`src/sv/htwd_pkg.sv`:
```
// Shared types and constants of the Huffman tree-walk decoder.
`default_nettype none

package htwd_pkg;

  localparam int TREE_NODES_DEF  = 128;
  localparam int QUEUE_DEPTH_DEF = 2;

  localparam int OP_W    = 2;
  localparam int IDX_W   = 7;
  localparam int CHILD_W = 9;
  localparam int SYM_W   = 8;
  localparam int BYTE_W  = 8;
  localparam int CNT_W   = 20;

  localparam int IN_DATA_W  = 40;
  localparam int OUT_DATA_W = 8;

  localparam logic [OP_W-1:0] OP_LOAD   = 2'd0;
  localparam logic [OP_W-1:0] OP_DECODE = 2'd1;
  localparam logic [OP_W-1:0] OP_START  = 2'd2;

  typedef enum logic [1:0] {
    KIND_LOAD,
    KIND_DECODE,
    KIND_START
  } htwd_kind_e;

  typedef struct packed {
    htwd_kind_e                 kind;
    logic [IDX_W-1:0]           node_index;
    logic signed [CHILD_W-1:0]  zero_branch;
    logic signed [CHILD_W-1:0]  one_branch;
    logic [BYTE_W-1:0]          data_byte;
  } htwd_cmd_t;

  localparam int CMD_W = $bits(htwd_cmd_t);

  typedef enum logic [1:0] {
    ST_IDLE,
    ST_FETCH,
    ST_WALK,
    ST_FLUSH
  } htwd_state_e;

endpackage

`default_nettype wire

```
`src/sv/htwd_ram.sv`:
```
// Generic single-write, single-read RAM with registered read data.
`default_nettype none

module htwd_ram #(
  parameter int WIDTH = 18,
  parameter int DEPTH = 128,
  parameter int AW    = (DEPTH > 1) ? $clog2(DEPTH) : 1
) (
  input  wire logic             clk_i,
  input  wire logic             we_i,
  input  wire logic [AW-1:0]    waddr_i,
  input  wire logic [WIDTH-1:0] wdata_i,
  input  wire logic [AW-1:0]    raddr_i,
  output      logic [WIDTH-1:0] rdata_o
);

  logic [WIDTH-1:0] mem_q [DEPTH];
  logic [WIDTH-1:0] rdata_q;

  always_ff @(posedge clk_i) begin
    if (we_i) begin
      mem_q[waddr_i] <= wdata_i;
    end
    rdata_q <= mem_q[raddr_i];
  end

  assign rdata_o = rdata_q;

endmodule

`default_nettype wire

```
`src/sv/htwd_fifo.sv`:
```
// Small register queue between the request front end and the tree walker.
`default_nettype none

module htwd_fifo #(
  parameter int WIDTH = 35,
  parameter int DEPTH = 2   // power of two
) (
  input  wire logic             clk_i,
  input  wire logic             rst_ni,
  input  wire logic             push_i,
  input  wire logic [WIDTH-1:0] wdata_i,
  input  wire logic             pop_i,
  output      logic [WIDTH-1:0] rdata_o,
  output      logic             full_o,
  output      logic             empty_o
);

  localparam int PTR_W = (DEPTH > 1) ? $clog2(DEPTH) : 1;
  localparam int FILL_W = $clog2(DEPTH + 1);

  logic [WIDTH-1:0]  mem_q [DEPTH];
  logic [PTR_W-1:0]  wr_ptr_q, wr_ptr_d;
  logic [PTR_W-1:0]  rd_ptr_q, rd_ptr_d;
  logic [FILL_W-1:0] fill_q, fill_d;

  assign full_o  = (fill_q == FILL_W'(DEPTH));
  assign empty_o = (fill_q == '0);
  assign rdata_o = mem_q[rd_ptr_q];

  always_comb begin
    wr_ptr_d = wr_ptr_q;
    rd_ptr_d = rd_ptr_q;
    fill_d   = fill_q;
    if (push_i) begin
      wr_ptr_d = wr_ptr_q + 1'b1;
    end
    if (pop_i) begin
      rd_ptr_d = rd_ptr_q + 1'b1;
    end
    if (push_i && !pop_i) begin
      fill_d = fill_q + 1'b1;
    end else if (pop_i && !push_i) begin
      fill_d = fill_q - 1'b1;
    end
  end

  always_ff @(posedge clk_i or negedge rst_ni) begin
    if (!rst_ni) begin
      wr_ptr_q <= '0;
      rd_ptr_q <= '0;
      fill_q   <= '0;
    end else begin
      wr_ptr_q <= wr_ptr_d;
      rd_ptr_q <= rd_ptr_d;
      fill_q   <= fill_d;
    end
  end

  always_ff @(posedge clk_i) begin
    if (push_i) begin
      mem_q[wr_ptr_q] <= wdata_i;
    end
  end

endmodule

`default_nettype wire

```
`src/sv/htwd_front.sv`:
```
// Request front end: unpack, classify and filter incoming requests.
`default_nettype none

module htwd_front #(
  parameter int TREE_NODES = 128
) (
  input  wire logic                              s_tvalid_i,
  output      logic                              s_tready_o,
  input  wire logic [htwd_pkg::IN_DATA_W-1:0]    s_tdata_i,
  input  wire logic [htwd_pkg::OP_W-1:0]         s_tuser_i,
  input  wire logic                              q_full_i,
  output      logic                              q_push_o,
  output      htwd_pkg::htwd_cmd_t               q_cmd_o
);

  import htwd_pkg::*;

  localparam int IDX_LO   = 0;
  localparam int LEFT_LO  = IDX_LO + IDX_W;
  localparam int RIGHT_LO = LEFT_LO + CHILD_W;
  localparam int BYTE_LO  = RIGHT_LO + CHILD_W;
  localparam int LIM_W    = IDX_W + 1;
  localparam logic [LIM_W-1:0] NODE_LIMIT = LIM_W'(TREE_NODES);

  logic keep;
  logic accept;

  assign s_tready_o = !q_full_i;
  assign accept     = s_tvalid_i && !q_full_i;

  always_comb begin
    q_cmd_o.kind        = KIND_LOAD;
    q_cmd_o.node_index  = s_tdata_i[IDX_LO +: IDX_W];
    q_cmd_o.zero_branch = s_tdata_i[LEFT_LO +: CHILD_W];
    q_cmd_o.one_branch  = s_tdata_i[RIGHT_LO +: CHILD_W];
    q_cmd_o.data_byte   = s_tdata_i[BYTE_LO +: BYTE_W];
    keep                = 1'b0;
    case (s_tuser_i)
      OP_LOAD: begin
        // drop loads that name no node of the table
        q_cmd_o.kind = KIND_LOAD;
        keep         = ({1'b0, q_cmd_o.node_index} < NODE_LIMIT);
      end
      OP_DECODE: begin
        q_cmd_o.kind = KIND_DECODE;
        keep         = 1'b1;
      end
      OP_START: begin
        q_cmd_o.kind = KIND_START;
        keep         = 1'b1;
      end
      default: begin
        keep = 1'b0;
      end
    endcase
  end

  assign q_push_o = accept && keep;

endmodule

`default_nettype wire

```
`src/sv/htwd_back.sv`:
```
// Tree walker: executes queued commands, one tree step per cycle unless a stalled output holds it.
`default_nettype none

module htwd_back #(
  parameter int TREE_NODES = 128,
  parameter int AW         = (TREE_NODES > 1) ? $clog2(TREE_NODES) : 1
) (
  input  wire logic                            clk_i,
  input  wire logic                            rst_ni,
  input  wire logic                            cfg_we_i,
  input  wire logic [htwd_pkg::CNT_W-1:0]      cfg_wdata_i,
  input  wire logic                            q_empty_i,
  input  wire htwd_pkg::htwd_cmd_t             q_cmd_i,
  output      logic                            q_pop_o,
  output      logic                            ram_we_o,
  output      logic [AW-1:0]                   ram_waddr_o,
  output      logic [2*htwd_pkg::CHILD_W-1:0]  ram_wdata_o,
  output      logic [AW-1:0]                   ram_raddr_o,
  input  wire logic [2*htwd_pkg::CHILD_W-1:0]  ram_rdata_i,
  output      logic                            m_tvalid_o,
  input  wire logic                            m_tready_i,
  output      logic [htwd_pkg::SYM_W-1:0]      m_symbol_o,
  output      logic                            m_last_o,
  output      logic                            m_done_o
);

  import htwd_pkg::*;

  localparam int BIT_CNT_W = $clog2(BYTE_W);
  localparam int MAG_W     = CHILD_W - 1;
  localparam logic [MAG_W-1:0] NODE_LIMIT = MAG_W'(TREE_NODES);

  htwd_state_e state_q, state_d;

  logic [AW-1:0]        node_q, node_d;
  logic [CNT_W-1:0]     count_q, count_d;
  logic [CNT_W-1:0]     total_q;
  logic [BYTE_W-1:0]    byte_q, byte_d;
  logic [BIT_CNT_W-1:0] bits_q, bits_d;
  logic                 pend_valid_q, pend_valid_d;
  logic [SYM_W-1:0]     pend_sym_q, pend_sym_d;
  logic                 pend_done_q, pend_done_d;

  logic                 out_valid_q;
  logic [SYM_W-1:0]     out_sym_q;
  logic                 out_last_q;
  logic                 out_done_q;
  logic                 out_push;
  logic                 out_last_n;
  logic                 out_free;

  logic [CHILD_W-1:0]   child;
  logic [CHILD_W-1:0]   child_neg;
  logic                 child_pos;
  logic                 leaf;
  logic [SYM_W-1:0]     sym;
  logic [CNT_W-1:0]     cnt_inc;
  logic                 msg_done;

  // pick the child for the current bit, MSB first
  assign child     = byte_q[BYTE_W-1] ? ram_rdata_i[CHILD_W-1:0]
                                      : ram_rdata_i[2*CHILD_W-1:CHILD_W];
  assign child_neg = CHILD_W'(0) - child;
  assign child_pos = !child[CHILD_W-1] && (child != '0);
  assign leaf      = !(child_pos && (child[MAG_W-1:0] < NODE_LIMIT));
  assign sym       = child_pos ? '0 : child_neg[SYM_W-1:0];
  assign cnt_inc   = count_q + 1'b1;
  assign msg_done  = (count_q >= total_q);
  assign out_free  = !out_valid_q || m_tready_i;

  assign ram_waddr_o = AW'(q_cmd_i.node_index);
  assign ram_wdata_o = {q_cmd_i.zero_branch, q_cmd_i.one_branch};
  assign ram_raddr_o = node_d;

  always_comb begin
    state_d      = state_q;
    node_d       = node_q;
    count_d      = count_q;
    byte_d       = byte_q;
    bits_d       = bits_q;
    pend_valid_d = pend_valid_q;
    pend_sym_d   = pend_sym_q;
    pend_done_d  = pend_done_q;
    q_pop_o      = 1'b0;
    ram_we_o     = 1'b0;
    out_push     = 1'b0;
    out_last_n   = 1'b0;
    case (state_q)
      ST_IDLE: begin
        if (!q_empty_i) begin
          q_pop_o = 1'b1;
          case (q_cmd_i.kind)
            KIND_LOAD: begin
              ram_we_o = 1'b1;
            end
            KIND_START: begin
              node_d  = '0;
              count_d = '0;
            end
            KIND_DECODE: begin
              byte_d  = q_cmd_i.data_byte;
              bits_d  = '0;
              state_d = ST_FETCH;
            end
            default: begin
              state_d = ST_IDLE;
            end
          endcase
        end
      end
      ST_FETCH: begin
        state_d = ST_WALK;
      end
      ST_WALK: begin
        if (msg_done) begin
          state_d = ST_FLUSH;
        end else if (!(leaf && pend_valid_q && !out_free)) begin
          byte_d = byte_q << 1;
          bits_d = bits_q + 1'b1;
          if (leaf) begin
            // a newer symbol exists, so the held one is not last of byte
            out_push     = pend_valid_q;
            pend_valid_d = 1'b1;
            pend_sym_d   = sym;
            pend_done_d  = (cnt_inc == total_q);
            count_d      = cnt_inc;
            node_d       = '0;
          end else begin
            node_d = child[AW-1:0];
          end
          if (bits_q == BIT_CNT_W'(BYTE_W - 1)) begin
            state_d = ST_FLUSH;
          end
        end
      end
      ST_FLUSH: begin
        if (!pend_valid_q) begin
          state_d = ST_IDLE;
        end else if (out_free) begin
          out_push     = 1'b1;
          out_last_n   = 1'b1;
          pend_valid_d = 1'b0;
          state_d      = ST_IDLE;
        end
      end
      default: begin
        state_d = ST_IDLE;
      end
    endcase
  end

  always_ff @(posedge clk_i or negedge rst_ni) begin
    if (!rst_ni) begin
      state_q      <= ST_IDLE;
      node_q       <= '0;
      count_q      <= '0;
      total_q      <= '0;
      bits_q       <= '0;
      pend_valid_q <= 1'b0;
      out_valid_q  <= 1'b0;
    end else begin
      state_q      <= state_d;
      node_q       <= node_d;
      count_q      <= count_d;
      bits_q       <= bits_d;
      pend_valid_q <= pend_valid_d;
      if (cfg_we_i) begin
        total_q <= cfg_wdata_i;
      end
      if (out_push) begin
        out_valid_q <= 1'b1;
      end else if (m_tready_i) begin
        out_valid_q <= 1'b0;
      end
    end
  end

  always_ff @(posedge clk_i) begin
    byte_q      <= byte_d;
    pend_sym_q  <= pend_sym_d;
    pend_done_q <= pend_done_d;
    if (out_push) begin
      out_sym_q  <= pend_sym_q;
      out_last_q <= out_last_n;
      out_done_q <= pend_done_q;
    end
  end

  assign m_tvalid_o = out_valid_q;
  assign m_symbol_o = out_sym_q;
  assign m_last_o   = out_last_q;
  assign m_done_o   = out_done_q;

endmodule

`default_nettype wire

```
`src/sv/huffman_tree_walk_decoder_core.sv`:
```
// Top level of the Huffman tree-walk decoder.
// Usage: requests arrive on the s_axis channel. tuser carries the opcode:
// load a tree node, decode one compressed byte, or start a new message.
// Load tree nodes first, write total_symbols through cfg_we_i/cfg_wdata_i,
// send a start request, then stream compressed bytes. Decoded symbols leave
// on m_axis, tlast marking the final symbol of a byte and tuser[0] the final
// symbol of the message.
// Occupancy: a decode request occupies the tree walker through a pop, one
// fetch of the current node, up to eight steps (fewer once the message is
// complete, and held while m_axis stalls) and a flush; load and start
// requests finish at the pop. The rate is set by the tree RAM: each step
// needs the registered read of the node chosen by the step before.
// Each symbol is held until the next one or the end of the byte decides
// its tlast, and is then registered onto m_axis.
// A two-entry queue separates intake from the walker, so s_axis keeps
// taking requests until full while the walker works or m_axis stalls. A
// stalled receiver freezes the walker at the next symbol; nothing is dropped.
// Reset clears the walk to the root, the symbol count and total_symbols;
// tree contents are kept undefined until loaded.
`default_nettype none

module huffman_tree_walk_decoder_core #(
  parameter int TREE_NODES  = htwd_pkg::TREE_NODES_DEF,
  parameter int QUEUE_DEPTH = htwd_pkg::QUEUE_DEPTH_DEF
) (
  input  wire logic                             clk_i,
  input  wire logic                             rst_ni,
  // total_symbols register
  input  wire logic                             cfg_we_i,
  input  wire logic [htwd_pkg::CNT_W-1:0]       cfg_wdata_i,
  // requests
  input  wire logic                             s_axis_tvalid,
  output      logic                             s_axis_tready,
  // [6:0] node_index, [15:7] child for bit 0, [24:16] child for bit 1,
  // [32:25] data_byte, [39:33] zero
  input  wire logic [htwd_pkg::IN_DATA_W-1:0]   s_axis_tdata,
  // [1:0] op
  input  wire logic [htwd_pkg::OP_W-1:0]        s_axis_tuser,
  // decoded symbols
  output      logic                             m_axis_tvalid,
  input  wire logic                             m_axis_tready,
  // [7:0] symbol
  output      logic [htwd_pkg::OUT_DATA_W-1:0]  m_axis_tdata,
  // last_of_byte
  output      logic                             m_axis_tlast,
  // [0] message_done
  output      logic [0:0]                       m_axis_tuser
);

  import htwd_pkg::*;

  localparam int AW = (TREE_NODES > 1) ? $clog2(TREE_NODES) : 1;

  // front end to queue
  logic       fifo_push;
  logic       fifo_pop;
  logic       fifo_full;
  logic       fifo_empty;
  htwd_cmd_t  front_cmd;
  htwd_cmd_t  queue_cmd;

  // walker to tree RAM
  logic                   ram_we;
  logic [AW-1:0]          ram_waddr;
  logic [2*CHILD_W-1:0]   ram_wdata;
  logic [AW-1:0]          ram_raddr;
  logic [2*CHILD_W-1:0]   ram_rdata;

  logic [SYM_W-1:0]       out_symbol;
  logic                   out_done;

  htwd_front #(
    .TREE_NODES (TREE_NODES)
  ) u_front (
    .s_tvalid_i (s_axis_tvalid),
    .s_tready_o (s_axis_tready),
    .s_tdata_i  (s_axis_tdata),
    .s_tuser_i  (s_axis_tuser),
    .q_full_i   (fifo_full),
    .q_push_o   (fifo_push),
    .q_cmd_o    (front_cmd)
  );

  htwd_fifo #(
    .WIDTH (CMD_W),
    .DEPTH (QUEUE_DEPTH)
  ) u_fifo (
    .clk_i   (clk_i),
    .rst_ni  (rst_ni),
    .push_i  (fifo_push),
    .wdata_i (front_cmd),
    .pop_i   (fifo_pop),
    .rdata_o (queue_cmd),
    .full_o  (fifo_full),
    .empty_o (fifo_empty)
  );

  // left and right child of every node share one word
  htwd_ram #(
    .WIDTH (2 * CHILD_W),
    .DEPTH (TREE_NODES),
    .AW    (AW)
  ) u_tree_ram (
    .clk_i   (clk_i),
    .we_i    (ram_we),
    .waddr_i (ram_waddr),
    .wdata_i (ram_wdata),
    .raddr_i (ram_raddr),
    .rdata_o (ram_rdata)
  );

  htwd_back #(
    .TREE_NODES (TREE_NODES),
    .AW         (AW)
  ) u_back (
    .clk_i       (clk_i),
    .rst_ni      (rst_ni),
    .cfg_we_i    (cfg_we_i),
    .cfg_wdata_i (cfg_wdata_i),
    .q_empty_i   (fifo_empty),
    .q_cmd_i     (queue_cmd),
    .q_pop_o     (fifo_pop),
    .ram_we_o    (ram_we),
    .ram_waddr_o (ram_waddr),
    .ram_wdata_o (ram_wdata),
    .ram_raddr_o (ram_raddr),
    .ram_rdata_i (ram_rdata),
    .m_tvalid_o  (m_axis_tvalid),
    .m_tready_i  (m_axis_tready),
    .m_symbol_o  (out_symbol),
    .m_last_o    (m_axis_tlast),
    .m_done_o    (out_done)
  );

  assign m_axis_tdata    = OUT_DATA_W'(out_symbol);
  assign m_axis_tuser[0] = out_done;

  // the front end never pushes into a full queue
  a_no_push_full: assert property (@(posedge clk_i) disable iff (!rst_ni)
    !(fifo_push && fifo_full))
    else $error("request pushed into full queue");

  // the walker only pops what is there
  a_no_pop_empty: assert property (@(posedge clk_i) disable iff (!rst_ni)
    !(fifo_pop && fifo_empty))
    else $error("queue popped while empty");

  // tree writes come only from a load command taken off the queue
  a_write_on_pop: assert property (@(posedge clk_i) disable iff (!rst_ni)
    ram_we |-> (fifo_pop && !fifo_empty))
    else $error("tree RAM written without a queued load");

endmodule

`default_nettype wire

```
`config.mk`:
```
export PLATFORM = sky130hd
export DESIGN_NAME = huffman_tree_walk_decoder_core
export DESIGN_NICKNAME = d
export VERILOG_FILES = /design/src/sv/htwd_pkg.sv /design/src/sv/htwd_ram.sv /design/src/sv/htwd_fifo.sv /design/src/sv/htwd_front.sv /design/src/sv/htwd_back.sv /design/src/sv/huffman_tree_walk_decoder_core.sv
export SDC_FILE = /design/constraint.sdc
export NUM_CORES = 2
export LEC_CHECK = 0
export BUFFER_PORTS_ARGS = -buffer_cell sky130_fd_sc_hd__buf_2
export CAP_MARGIN = 20
export CORE_MARGIN = 10
export CORE_UTILIZATION = 50
export DETAILED_ROUTE_END_ITERATION = 8
export GPL_TIMING_DRIVEN = 0
export PLACE_DENSITY = 0.65
export SETUP_SLACK_MARGIN = 0.5
export SLEW_MARGIN = 0
export SYNTH_ARGS = -nofsm -noshare
export SYNTH_HDL_FRONTEND = slang
export SYNTH_SLANG_ARGS = --single-unit
```
`constraint.sdc`:
```
create_clock -name clk_i -period 6.6 [get_ports clk_i]
set_input_delay 0.66 -clock clk_i [delete_from_list [all_inputs] [get_ports clk_i]]
set_output_delay 0.66 -clock clk_i [all_outputs]
set_load 0.02 [all_outputs]
```
==> impl_metrics.env <==
export IMPL_cp_arrival_ns=7.20
export IMPL_cts_max_level=5
export IMPL_cp_start_kind="register"
export IMPL_dpl_hpwl_mm=347
export IMPL_final_cells=10100
export IMPL_core_sq_um=195000
export IMPL_clkLatencyLatePin_ns=0.99
export IMPL_grt_pass1_vias=63900
export IMPL_required_ns=7.35
export IMPL_worst_pin_slew_ns=1.35
export IMPL_rsz0062_at_grt="yes"
export IMPL_routedWlPerCell_um=49.7
export IMPL_wl_mm=502
export IMPL_ys_warn_count=0
export IMPL_p_per_area_nw_per_um2=542
export IMPL_netlist_instances=6612
export IMPL_setup_ws_ns=0.152
export IMPL_rows=162
export IMPL_fmax_mhz=155
export IMPL_ys_ff_latch=2477
export IMPL_slew_viol_final=0
export IMPL_synth_area_per_cell_sq_um=14.8
export IMPL_netlist_area_sq_um=98000
export IMPL_final_util_pct=60.9
export IMPL_crit_fanout=10
export IMPL_drcViolationCount=0
export IMPL_maxSlewHeadroom_pct=10.0
export IMPL_place_inst=9515
export IMPL_drive_above_1_share_pct=19.2
export IMPL_skew_ns=0.0698
export IMPL_leakagePower_nw=40.0
export IMPL_yosysMostFrequentCell="edfxtp_1"
export IMPL_fin_crit_ns=6.45
export IMPL_tns_ns=0
export IMPL_ys_flop_type="edfxtp_1"
export IMPL_ctsLongestPathBuffers=4
export IMPL_fin_crit_sh_pct=97.7
export IMPL_io_pins=79
export IMPL_synth_top_area_cell="edfxtp_1"
export IMPL_fp_dieH_um=463
export IMPL_synth_edf_count=2401
export IMPL_drt_iter0_markers=15800
export IMPL_grt_pass1_wl_mm=638
export IMPL_cap_viol_max_count=0
export IMPL_layout_nets=7353
export IMPL_status="finished clean"
export IMPL_numCtsBuffers=281
export IMPL_num_vias=72100
export IMPL_grt_usage_pct=45.6
export IMPL_synth_async_reset_ratio_pct=2.34
export IMPL_stdcell_area_sq_um=119000
export IMPL_start_util_pct=50.3
export IMPL_cts_tree="done"
export IMPL_antenna_found_initial=56
export IMPL_place_ws_ns=-1.96
export IMPL_avgViaCountPerCell=7.13
export IMPL_die_area_sq_um=214000
export IMPL_synth_fp_nets=6708
export IMPL_clock_sinks=2477
export IMPL_port_buffers=70
export IMPL_dpl_cell_area_sq_um=107000
export IMPL_cts_root_buf="clkbuf_16"
export IMPL_path_clk_slew_ns=0.06
export IMPL_yosysSeqAreaShare_pct=75.4
export IMPL_vdd_ir_drop_max_v=0.000368
export IMPL_grt_max_degree=129
export IMPL_synthTopCellsByArea="edfxtp_1 (74%), nand2_1 (5.6%), mux4_2 (2.9%), nand3_1 (2.4%), mux2i_1 (2.1%)"
export IMPL_ys_top_cells_by_count="edfxtp_1 (2401), nand2_1 (1462), nand3_1 (475)"
export IMPL_yosysTopAreaCellShare_pct=73.6
export IMPL_fp_dieW_um=463
export IMPL_finalSetupViolCount=0
export IMPL_hold_path_class="input pin to register"
export IMPL_critPathKind="register to register"
export IMPL_ys_types=77
export IMPL_postRouteAntennaNets=0
export IMPL_place_gp_congestion=1.07
export IMPL_grt_overflow=0
export IMPL_critical_path_endpoint_type="register"
export IMPL_hold_viol_final=0
export IMPL_area_growth_pct=21.1
export IMPL_dr_pass1_iters=7
==> routing by layer <==
layer	global-route usage, %	up-vias	share of wire, %
met4	34.0	26	9.5
met3	21.0	1702	17
met5	0.713	-	0.11
li1	-	26700	-
met2	61.5	7333	40
met1	57.1	36400	34
==> critical path, stage by stage (launching register included) <==
cell and delay [ns]:
edfxtp_1 0.53, buf_8 0.23, mux2i_4 0.22, buf_6 0.18, ha_1 0.27, o221a_2 0.20, a211o_1 0.37, or4_1 0.49
buf_4 0.21, nor2_4 0.24, buf_6 0.27, a211oi_1 0.16, buf_2 0.24, nand2_1 0.48, a311oi_1 0.16, o21ai_1 0.75
nand3_1 0.44, or4b_1 0.76
==> power breakdown <==
part	switching [mW]	internal, mW	total, mW	leakage, nW
clock	6.36	8.42	14.8	4.05
combinational	23.0	6.94	30.0	13.5
sequential	0.207	19.4	19.6	22.5
total	29.6	34.7	64.3	40.0
==> cells by family after synthesis <==
kind of cell    after synthesis  share of synthesized area, %
xor+xnor                     42                         0.375
mux                         355                          5.26
fa+ha+maj                    29                         0.370
buf+inv                     428                          1.93
flops                      2477                          75.4
simple gates               2404                          10.5
compound gates              877                          6.16
==> final cells by class <==
class                   instances  area (sq um)
diodes                         40           100
plain buffers                 382          3170
clock inverters               116           820
repair buffers                362          5140
fillers                     14700         76300
inverters                      46           178
flip-flops and latches       2477         73900
clock buffers                 352          7500
well taps                    2624          3280
multi-input cells            3707         24600
==> sequential cells by signal, indices dropped and copies added (netlist names), 2 cells and up <==
register / flops
u_tree_ram.mem_q: 2304
u_fifo.mem_q: 70
u_back.count_q: 20
u_back.total_q: 20
u_tree_ram.rdata_o: 18
u_back.byte_q: 8
u_back.m_symbol_o: 8
u_back.pend_sym_q: 8
u_back.node_q: 7
u_back.bits_q: 3
u_back.state_q: 2
u_fifo.fill_q: 2
==> worst paths after layout <==
| path | startpoint | to | slack, ns | depth (start not counted) |
|---|---|---|---|---|
| hold / removal | cfg_we_i | u_back.total_q[11] | 0.09 | 2 |
| setup / recovery | u_back.byte_q[7] | u_tree_ram.rdata_o[8] | 0.15 | 17 |
| max in group asynchronous | rst_ni | u_back.node_q[1] | 5.67 | 3 |
| min in group asynchronous | rst_ni | u_back.count_q[4] | 0.28 | 2 |
| setup reg to reg | u_back.byte_q[7] | u_tree_ram.rdata_o[8] | 0.15 | 17 |
| hold reg to reg | u_back.pend_sym_q[6] | u_back.m_symbol_o[6] | 0.41 | 0 |
==> stage by stage <==
stage | power (mW) | hold slack (ns)
floorplan | 29.4 | 0.364
global placement | 43.9 | 0.411
detailed placement | 45.4 | 0.405
CTS | 61.1 | 0.0693
global route | 63.5 | 0.0852
finish | 64.3 | 0.0932
==> cell usage in the layout (no fill, tap or decap), drive strengths merged, types with 30 or more instances in the layout <==
master       instances
mux2i              201
edfxtp            2401
xnor2               30
nor2               208
clkbuf             489
clkinv              93
mux4               125
diode               40
a22oi               58
inv                 47
nand3              475
nor3                54
a31oi               65
a32oi               94
nand4               96
dfrtp               58
and3                38
o22ai               35
o21ai               94
dlygate4sd3         54
nand2             1462
buf                550
a21oi              258
==> timing repair <==
| item | CTS | global route |
|---|---|---|
| setup buffers | 20 | 5 |
| hold buffers | 54 | 0 |
| gates resized for setup | 540 | 196 |
| pin swaps | 34 | 35 |
| endpoints found under the setup margin | 21 | 17 |
| endpoints found under the hold margin | 111 | 0 |
Note: power is estimated with default switching activity, not from simulation.
